==> config.mk <==
export PLATFORM = sky130hd
export DESIGN_NAME = tftp_read_sender_session_top_flat
export DESIGN_NICKNAME = d
export VERILOG_FILES = /design/src/rtl/tftprs_pkg.sv /design/src/rtl/tftprs_if.sv /design/src/rtl/tftprs_in_stage.sv /design/src/rtl/tftprs_session.sv /design/src/rtl/tftprs_out_stage.sv /design/src/rtl/tftp_read_sender_session_top.sv /design/src/flat_wrapper.sv
export SDC_FILE = /design/constraint.sdc
export NUM_CORES = 1
export LEC_CHECK = 0
export BUFFER_PORTS_ARGS = -buffer_cell sky130_fd_sc_hd__buf_2
export CORE_AREA = 2 2 97 99
export CTS_CLUSTER_SIZE = 28
export DETAILED_ROUTE_END_ITERATION = 12
export DIE_AREA = 0 0 99 101
export HOLD_SLACK_MARGIN = 0.03
export PLACE_DENSITY = 0.78
export SYNTH_ARGS = -nofsm -noshare
export SYNTH_HDL_FRONTEND = slang
export SYNTH_SLANG_ARGS = --single-unit
==> constraint.sdc <==
create_clock -name clk_i -period 2.76 [get_ports clk_i]
set_input_delay 0.552 -clock clk_i [delete_from_list [all_inputs] [get_ports clk_i]]
set_output_delay 0.552 -clock clk_i [all_outputs]
set_load 0.01 [all_outputs]
==> src/rtl/tftprs_pkg.sv <==
// Shared types and constants for the TFTP read sender session.
// No dependencies; every other file in rtl/ uses this package.
package tftprs_pkg;

  localparam int BLOCK_W = 16;
  localparam int LEN_W   = 10;
  localparam int RETRY_W = 8;
  localparam int OP_W    = 2;
  localparam int STAT_W  = 3;

  localparam logic [RETRY_W-1:0] RETRY_RESET = 8'd16;

  typedef enum logic [OP_W-1:0] {
    OP_START  = 2'd0,
    OP_ACK    = 2'd1,
    OP_TICK   = 2'd2,
    OP_CANCEL = 2'd3
  } op_e;

  typedef enum logic [STAT_W-1:0] {
    ST_NEW     = 3'd0,
    ST_RESENT  = 3'd1,
    ST_NOTHING = 3'd2,
    ST_DONE    = 3'd3,
    ST_TIMEOUT = 3'd4,
    ST_CANCEL  = 3'd5,
    ST_IGNORED = 3'd6
  } status_e;

  // One input request
  typedef struct packed {
    logic [OP_W-1:0]    operation;
    logic [BLOCK_W-1:0] ack_block;
    logic [LEN_W-1:0]   read_length;
  } item_t;

  // One result
  typedef struct packed {
    logic               send_data;
    logic [BLOCK_W-1:0] block_number;
    logic [LEN_W-1:0]   data_length;
    logic [STAT_W-1:0]  status;
  } result_t;

  // Handshake between the input stage and the result stage
  typedef struct packed {
    logic item_valid;  // input register holds a request
    logic slot_free;   // result register can take a new result this cycle
  } pipe_ctl_t;

endpackage

==> src/rtl/tftprs_if.sv <==
// Valid/ready channel interfaces for requests and results.
// Depends on tftprs_pkg for the field widths.
interface tftprs_req_if;
  logic                              valid;
  logic                              ready;
  logic [tftprs_pkg::OP_W-1:0]       operation;
  logic [tftprs_pkg::BLOCK_W-1:0]    ack_block;
  logic [tftprs_pkg::LEN_W-1:0]      read_length;

  modport source (output valid, output operation, output ack_block, output read_length,
                  input ready);
  modport sink   (input valid, input operation, input ack_block, input read_length,
                  output ready);
endinterface

interface tftprs_res_if;
  logic                              valid;
  logic                              ready;
  logic                              send_data;
  logic [tftprs_pkg::BLOCK_W-1:0]    block_number;
  logic [tftprs_pkg::LEN_W-1:0]      data_length;
  logic [tftprs_pkg::STAT_W-1:0]     status;

  modport source (output valid, output send_data, output block_number, output data_length,
                  output status, input ready);
  modport sink   (input valid, input send_data, input block_number, input data_length,
                  input status, output ready);
endinterface

==> src/rtl/tftprs_in_stage.sv <==
// Input register: captures one request and holds it until the session logic takes it.
// Depends on tftprs_pkg.
module tftprs_in_stage (
  input  logic                clk_i,
  input  logic                rst_ni,
  input  logic                valid_i,
  output logic                ready_o,
  input  tftprs_pkg::item_t   item_i,
  input  logic                slot_free_i,
  output tftprs_pkg::pipe_ctl_t ctl_o,
  output tftprs_pkg::item_t   item_o
);
  import tftprs_pkg::*;

  logic  valid_q;
  item_t item_q;
  logic  take;

  // Request leaves the register when the result stage has room
  assign take    = valid_q && slot_free_i;
  assign ready_o = !valid_q || take;

  // Hold the valid flag
  always_ff @(posedge clk_i or negedge rst_ni) begin
    if (!rst_ni) begin
      valid_q <= 1'b0;
    end else if (ready_o) begin
      valid_q <= valid_i;
    end
  end

  // Capture payload
  always_ff @(posedge clk_i) begin
    if (ready_o && valid_i) begin
      item_q <= item_i;
    end
  end

  assign ctl_o.item_valid = valid_q;
  assign ctl_o.slot_free  = slot_free_i;
  assign item_o           = item_q;

endmodule

==> src/rtl/tftprs_session.sv <==
// Session state and per-request decision logic of the TFTP read sender.
// Depends on tftprs_pkg; fed by tftprs_in_stage, drives tftprs_out_stage.
module tftprs_session #(
  parameter int BLOCK_BYTES = 512
) (
  input  logic                               clk_i,
  input  logic                               rst_ni,
  input  tftprs_pkg::pipe_ctl_t              ctl_i,
  input  tftprs_pkg::item_t                  item_i,
  input  logic [tftprs_pkg::RETRY_W-1:0]     retry_limit_i,
  output logic                               fire_o,
  output tftprs_pkg::result_t                result_o
);
  import tftprs_pkg::*;

  localparam int CmpW = LEN_W + 1;
  localparam logic [CmpW-1:0] BlockLen = CmpW'(BLOCK_BYTES);

  logic               active_q,  active_d;
  logic [BLOCK_W-1:0] block_q,   block_d;
  logic [LEN_W-1:0]   length_q,  length_d;
  logic [RETRY_W-1:0] retries_q, retries_d;

  logic               fire;
  logic [LEN_W-1:0]   fetch_len;
  logic [RETRY_W-1:0] retries_dec;
  logic               send;
  status_e            status;

  assign fire = ctl_i.item_valid && ctl_i.slot_free;

  // Clamp the fetched length to one full block
  assign fetch_len = ({1'b0, item_i.read_length} > BlockLen) ? BlockLen[LEN_W-1:0]
                                                             : item_i.read_length;
  assign retries_dec = retries_q - RETRY_W'(1);

  // Decide the result and the next session state
  always_comb begin
    active_d  = active_q;
    block_d   = block_q;
    length_d  = length_q;
    retries_d = retries_q;
    send      = 1'b0;
    status    = ST_IGNORED;
    case (op_e'(item_i.operation))
      OP_START: begin
        if (!active_q) begin
          active_d  = 1'b1;
          block_d   = BLOCK_W'(1);
          length_d  = fetch_len;
          retries_d = retry_limit_i;
          send      = 1'b1;
          status    = ST_NEW;
        end
      end
      OP_ACK: begin
        if (active_q && item_i.ack_block == block_q) begin
          if ({1'b0, length_q} < BlockLen) begin
            active_d = 1'b0;
            status   = ST_DONE;
          end else begin
            block_d   = block_q + BLOCK_W'(1);
            length_d  = fetch_len;
            retries_d = retry_limit_i;
            send      = 1'b1;
            status    = ST_NEW;
          end
        end
      end
      OP_TICK: begin
        status = ST_NOTHING;
        if (active_q) begin
          if (retries_q == '0) begin
            active_d = 1'b0;
            status   = ST_TIMEOUT;
          end else begin
            retries_d = retries_dec;
            if (retries_dec[1:0] == 2'b00) begin
              send   = 1'b1;
              status = ST_RESENT;
            end
          end
        end
      end
      OP_CANCEL: begin
        if (active_q) begin
          active_d = 1'b0;
          status   = ST_CANCEL;
        end
      end
      default: begin
        status = ST_IGNORED;
      end
    endcase
  end

  // Report the block after this request's update
  assign result_o.send_data    = send;
  assign result_o.block_number = block_d;
  assign result_o.data_length  = send ? length_d : '0;
  assign result_o.status       = status;
  assign fire_o                = fire;

  // Advance session state on each request taken
  always_ff @(posedge clk_i or negedge rst_ni) begin
    if (!rst_ni) begin
      active_q  <= 1'b0;
      block_q   <= '0;
      length_q  <= '0;
      retries_q <= '0;
    end else if (fire) begin
      active_q  <= active_d;
      block_q   <= block_d;
      length_q  <= length_d;
      retries_q <= retries_d;
    end
  end

  // A completed, timed-out or cancelled session goes idle
  a_end_idle: assert property (@(posedge clk_i) disable iff (!rst_ni)
    fire && (status == ST_DONE || status == ST_TIMEOUT || status == ST_CANCEL)
    |=> !active_q)
    else $error("session still active after it ended");

  // A new block always opens or keeps an active session
  a_new_active: assert property (@(posedge clk_i) disable iff (!rst_ni)
    fire && status == ST_NEW |=> active_q && block_q == $past(block_d))
    else $error("new block sent without active session");

  // Each live tick spends exactly one retry
  a_tick_spend: assert property (@(posedge clk_i) disable iff (!rst_ni)
    fire && op_e'(item_i.operation) == OP_TICK && active_q && retries_q != '0
    |=> retries_q == $past(retries_q) - RETRY_W'(1))
    else $error("tick did not spend one retry");

  // A sent packet never exceeds one block
  a_len_bound: assert property (@(posedge clk_i) disable iff (!rst_ni)
    fire && send |-> {1'b0, result_o.data_length} <= BlockLen)
    else $error("data length above block size");

endmodule

==> src/rtl/tftprs_out_stage.sv <==
// Result register: holds one result until the downstream side takes it.
// Depends on tftprs_pkg.
module tftprs_out_stage (
  input  logic                clk_i,
  input  logic                rst_ni,
  input  logic                load_i,
  input  tftprs_pkg::result_t result_i,
  output logic                valid_o,
  input  logic                ready_i,
  output logic                slot_free_o,
  output tftprs_pkg::result_t result_o
);
  import tftprs_pkg::*;

  logic    valid_q;
  result_t result_q;

  assign slot_free_o = !valid_q || ready_i;

  // Hold valid until the result is taken
  always_ff @(posedge clk_i or negedge rst_ni) begin
    if (!rst_ni) begin
      valid_q <= 1'b0;
    end else if (slot_free_o) begin
      valid_q <= load_i;
    end
  end

  // Capture the result
  always_ff @(posedge clk_i) begin
    if (load_i) begin
      result_q <= result_i;
    end
  end

  assign valid_o  = valid_q;
  assign result_o = result_q;

endmodule

==> src/rtl/tftp_read_sender_session_top.sv <==
// Top level of the TFTP read sender session: configuration register and stage wiring.
// Depends on tftprs_pkg, tftprs_if, tftprs_in_stage, tftprs_session, tftprs_out_stage.
//
//   channel  direction  handshake     payload
//   req_i    in         valid/ready   operation, ack_block, read_length
//   res_o    out        valid/ready   send_data, block_number, data_length, status
//   cfg      in         cfg_we_i      cfg_wdata_i (retry limit)
//
// One request per cycle sustained while res_o.ready stays high; a request passes through the
// input register, the session logic and then the result register before its result shows on res_o.
// Reset: session idle, block and length zero, retries zero, retry limit 16.
// A stalled result holds in its register; one further request waits in the input
// register, after which req_i.ready drops until the result is taken.
module tftp_read_sender_session_top #(
  parameter int BLOCK_BYTES = 512
) (
  input  logic                           clk_i,
  input  logic                           rst_ni,
  input  logic                           cfg_we_i,
  input  logic [tftprs_pkg::RETRY_W-1:0] cfg_wdata_i,
  tftprs_req_if.sink                     req_i,
  tftprs_res_if.source                   res_o
);
  import tftprs_pkg::*;

  logic [RETRY_W-1:0] retry_limit_q;
  item_t              in_item;
  item_t              held_item;
  pipe_ctl_t          ctl;
  logic               slot_free;
  logic               fire;
  result_t            next_result;
  result_t            out_result;

  // Retry limit register
  always_ff @(posedge clk_i or negedge rst_ni) begin
    if (!rst_ni) begin
      retry_limit_q <= RETRY_RESET;
    end else if (cfg_we_i) begin
      retry_limit_q <= cfg_wdata_i;
    end
  end

  assign in_item.operation   = req_i.operation;
  assign in_item.ack_block   = req_i.ack_block;
  assign in_item.read_length = req_i.read_length;

  tftprs_in_stage u_in (
    .clk_i       (clk_i),
    .rst_ni      (rst_ni),
    .valid_i     (req_i.valid),
    .ready_o     (req_i.ready),
    .item_i      (in_item),
    .slot_free_i (slot_free),
    .ctl_o       (ctl),
    .item_o      (held_item)
  );

  tftprs_session #(
    .BLOCK_BYTES (BLOCK_BYTES)
  ) u_session (
    .clk_i         (clk_i),
    .rst_ni        (rst_ni),
    .ctl_i         (ctl),
    .item_i        (held_item),
    .retry_limit_i (retry_limit_q),
    .fire_o        (fire),
    .result_o      (next_result)
  );

  tftprs_out_stage u_out (
    .clk_i       (clk_i),
    .rst_ni      (rst_ni),
    .load_i      (fire),
    .result_i    (next_result),
    .valid_o     (res_o.valid),
    .ready_i     (res_o.ready),
    .slot_free_o (slot_free),
    .result_o    (out_result)
  );

  assign res_o.send_data    = out_result.send_data;
  assign res_o.block_number = out_result.block_number;
  assign res_o.data_length  = out_result.data_length;
  assign res_o.status       = out_result.status;

endmodule
==> src/flat_wrapper.sv <==
// flat-port wrapper written by rule: the top's interface ports become plain ports
module tftp_read_sender_session_top_flat import tftprs_pkg::*;
#(
  parameter int BLOCK_BYTES = 512
)
  (clk_i, rst_ni, cfg_we_i, cfg_wdata_i, req_i_valid, req_i_operation, req_i_ack_block, req_i_read_length, req_i_ready, res_o_valid, res_o_send_data, res_o_block_number, res_o_data_length, res_o_status, res_o_ready);
  tftprs_req_if req_i_i ();
  tftprs_res_if res_o_i ();
  input  logic clk_i;
  input  logic rst_ni;
  input  logic cfg_we_i;
  input  logic [tftprs_pkg::RETRY_W-1:0] cfg_wdata_i;
  input wire logic [$bits(req_i_i.valid)-1:0] req_i_valid;
  input wire logic [$bits(req_i_i.operation)-1:0] req_i_operation;
  input wire logic [$bits(req_i_i.ack_block)-1:0] req_i_ack_block;
  input wire logic [$bits(req_i_i.read_length)-1:0] req_i_read_length;
  output wire logic [$bits(req_i_i.ready)-1:0] req_i_ready;
  output wire logic [$bits(res_o_i.valid)-1:0] res_o_valid;
  output wire logic [$bits(res_o_i.send_data)-1:0] res_o_send_data;
  output wire logic [$bits(res_o_i.block_number)-1:0] res_o_block_number;
  output wire logic [$bits(res_o_i.data_length)-1:0] res_o_data_length;
  output wire logic [$bits(res_o_i.status)-1:0] res_o_status;
  input wire logic [$bits(res_o_i.ready)-1:0] res_o_ready;
  assign req_i_i.valid = req_i_valid;
  assign req_i_i.operation = req_i_operation;
  assign req_i_i.ack_block = req_i_ack_block;
  assign req_i_i.read_length = req_i_read_length;
  assign req_i_ready = req_i_i.ready;
  assign res_o_valid = res_o_i.valid;
  assign res_o_send_data = res_o_i.send_data;
  assign res_o_block_number = res_o_i.block_number;
  assign res_o_data_length = res_o_i.data_length;
  assign res_o_status = res_o_i.status;
  assign res_o_i.ready = res_o_ready;
  tftp_read_sender_session_top #(.BLOCK_BYTES(BLOCK_BYTES)) u_core (.clk_i(clk_i), .rst_ni(rst_ni), .cfg_we_i(cfg_we_i), .cfg_wdata_i(cfg_wdata_i), .req_i(req_i_i), .res_o(res_o_i));
endmodule
==> results.cfg <==
[clock_network]
clock_sinks = 103
cts.clk_slew.worst_paths_ps = 100
htreeDepth = 3
cts_tree = built
cts_buffer_depth = 2
clkLatencyLatePin_ps = 380
post_cts_buffers = 0
cts_resized = 0
cts_hold_buf = 0
cts-root-buf = clkbuf_8
cts_buffers = 9

[synthesis]
syn_nets = 505
synth_area_leader_cell = edfxtp_1
ys_types = 59
yosysMostFrequentCell = edfxtp_1
netlist_instances = 461
yosys_warnings = 0
synth_commonest_cells = edfxtp_1 (58), nand2_1 (50), dfrtp_1 (44), nor2_1 (31), nand3_1 (28)
synth_area_leaders = edfxtp_1 (35%), dfrtp_1 (22%), nand2_1 (3.8%)
ys_seq_area_share_pct = 57.5
synth_edf_count = 58
synthArstFlopShare_pct = 43.7
syn_avg_cell_area_um2 = 10.8
synth_seq_cells = 103
synth_flop_cell = edfxtp_1
synth.top_cell.area_share_pct = 34.9
syn-cell-area_um2 = 4990

[drt]
wl_mm = 11.1
ant_nets = 0
wl_per_cell_um = 17.2
drc_errors = 0
routed_via_density = 5.99
vias = 3874
dr.pass1.iters = 5
first_iter_violations = 200

[floorplanning]
start_util_pct = 55.5
dieArea_um2 = 10000
placeableCoreArea_um2 = 8980
fp.dieH_um = 101
std_cell_rows = 35
ios = 73
die_w_um = 99

[pwr]
switching_power_mw = 1.12
leakage_nw = 2.29
vdd_drop_max_uv = 316
seqPwrFrac_pct = 56.2
clockPowerShare_pct = 25.3
p_per_area_nw_per_um2 = 629
p_comb_share_pct = 18.5
internal-power_mw = 2.47
swShare_pct = 31.2

[layout]
fin_nets = 575
insertedDiodeCount = 0
area_growth_pct = 14.3
drive_above_1_share_pct = 23.9

[sta]
finalWorstSetupSlack_ps = 139
worst_slew_pin_slew_ps = 678
hold_viol_final = 0
finalCritPeriodShare_pct = 94.9
fmax_mhz = 382
finClkSkew_ps = 11.6
setup_viol = 0
period_needed_ps = 2620
fin_setup_tns_ps = 0
drv_slew = 0
hold_slack_ps = 178
rsz0062_at_grt = false
slew_headroom_pct = 54.6

[flow_run]
cap_violations = 0

[global_routing]
track_usage_pct = 23.1
grt_pass1_wl_mm = 18.0
antenna_found_initial = 0
first_global_vias = 3661
grt_max_degree = 36
grt.overflow.total = 0

[placement]
dpl.hpwl_mm = 7.74
dp_slack_ps = 139
gp_congestion = 0.854
port_buffers = 72

[critical_path]
arrival_ps = 2930
end_kind = flip-flop
required_ps = 3070
reg2regPathDepth = 7
start_kind = flip-flop
worstPathMaxFanout = 15
critPathKind = flip-flop to flip-flop

[status]
status = finished clean

[worst_hold_path]
hold_path.class = primary input to async pin
-- state kept, by name, summed over array words and instances (netlist names) --
signal	flops
u_core.u_out.result_o	30
u_core.u_session.block_q	16
u_core.u_session.retries_q	8
u_core.u_in.valid_q	1
u_core.u_session.active_q	1
u_core.u_out.valid_o	1
u_core.u_in.item_o	28
u_core.retry_limit_q	8
u_core.u_session.length_q	10
-- cell type report --
class / instances / area (µm²)
clock buffers: 9 / 124
inverters: 18 / 67.6
fillers: 703 / 3280
clock inverters: 7 / 61.3
flip-flops and latches: 103 / 2870
repair buffers: 93 / 515
multi-input cells: 306 / 1920
well taps: 111 / 139
-- worst paths after layout --
| check | start | to | slack, ps |
|---|---|---|---|
| worst max-delay path | u_core.u_session.block_q[4]$_DFFE_PN0P_ | u_core.u_session.block_q[15]$_DFFE_PN0P_ | 140 |
| worst min-delay path | rst_ni | u_core.u_session.block_q[15]$_DFFE_PN0P_ | 180 |
| worst max register to register | u_core.u_session.block_q[4]$_DFFE_PN0P_ | u_core.u_session.block_q[15]$_DFFE_PN0P_ | 140 |
| worst min register to register | u_core.u_session.length_q[1]$_DFFE_PN0P_ | u_core.u_session.length_q[1]$_DFFE_PN0P_ | 490 |
| max in group asynchronous | rst_ni | u_core.u_session.length_q[8]$_DFFE_PN0P_ | 1960 |
| min in group clk_i | req_i_operation[1] | u_core.u_in.item_o[27]$_DFFE_PP_ | 340 |
-- kinds of logic after synthesis --
| kind of cell | share of synthesized area, % |
|---|---|
| AO/OA/AOI/OAI | 14.5 |
| XOR/XNOR | 2.81 |
| adder cells (fa/ha/maj) | 0.753 |
| buffers and inverters | 4.14 |
| flip-flops | 57.5 |
| multiplexers | 2.84 |
| AND/OR/NAND/NOR | 17.4 |
-- power by group through the flow --
stage | Combinational [mW] | Sequential, mW | Clock (mW)
3_5_place_dp | 0.657 | 2.04 | 0
4_1_cts | 0.659 | 2.01 | 0.926
6_report | 0.663 | 2.02 | 0.907
2_1_floorplan | 0.454 | 2.00 | 0
3_3_place_gp | 0.633 | 2.04 | 0
5_1_grt | 0.738 | 2.04 | 0.990
-- cell usage in the layout, fill, tap and decap left out, drive strengths merged, types with 2 or more instances in the layout --
cell type and count:
inv 22, nand2 50, o31ai 5, o21a 3, xor2 2, dfrtp 44
nor3 15, edfxtp 58, and3 4, clkinvlp 2, buf 93, mux2 9
nand4 10, a211oi 2, o21ai 16, nor2 31, a311o 2, o211ai 7
xnor2 14, a21oi 20, a211o 2, a31oi 12, or3 5, a22o 9
a32oi 2, o311ai 3, o22ai 3, ha 3, nor4 2, nand2b 6
mux2i 4, nand3 29, or4 11, o41ai 6, o41a 2, a221o 3
clkbuf 9, nor2b 2
-- worst max-delay path, cell delays in order (launching register included) --
cell and delay [ps]:
dfrtp_1 460, inv_2 90, a221o_1 370, nor4_4 270
buf_4 260, nand4_1 370, or4_1 630, nand4_1 110
-- metal layers --
metal	wire, µm	global-route usage (%)	vias to the layer above
li1	-	-	1861
met1	4820	31.5	1851
met2	5430	37.3	144
met3	636	3.40	18
met4	224	9.48	0
met5	0	0	-
-- per-stage QoR --
stage                     utilization (%)  instance area (µm²)  total power [mW]  std cells
after floorplan                         -                 4990              2.45        461
after CTS                            63.3                 5680              3.60        646
final                                63.5                 5700              3.59        647
after global routing                 63.5                 5700              3.77        647
after detailed placement             61.2                 5500              2.70        630
after global placement               61.2                 5500              2.67        630
(Power assumes the default switching activity.)
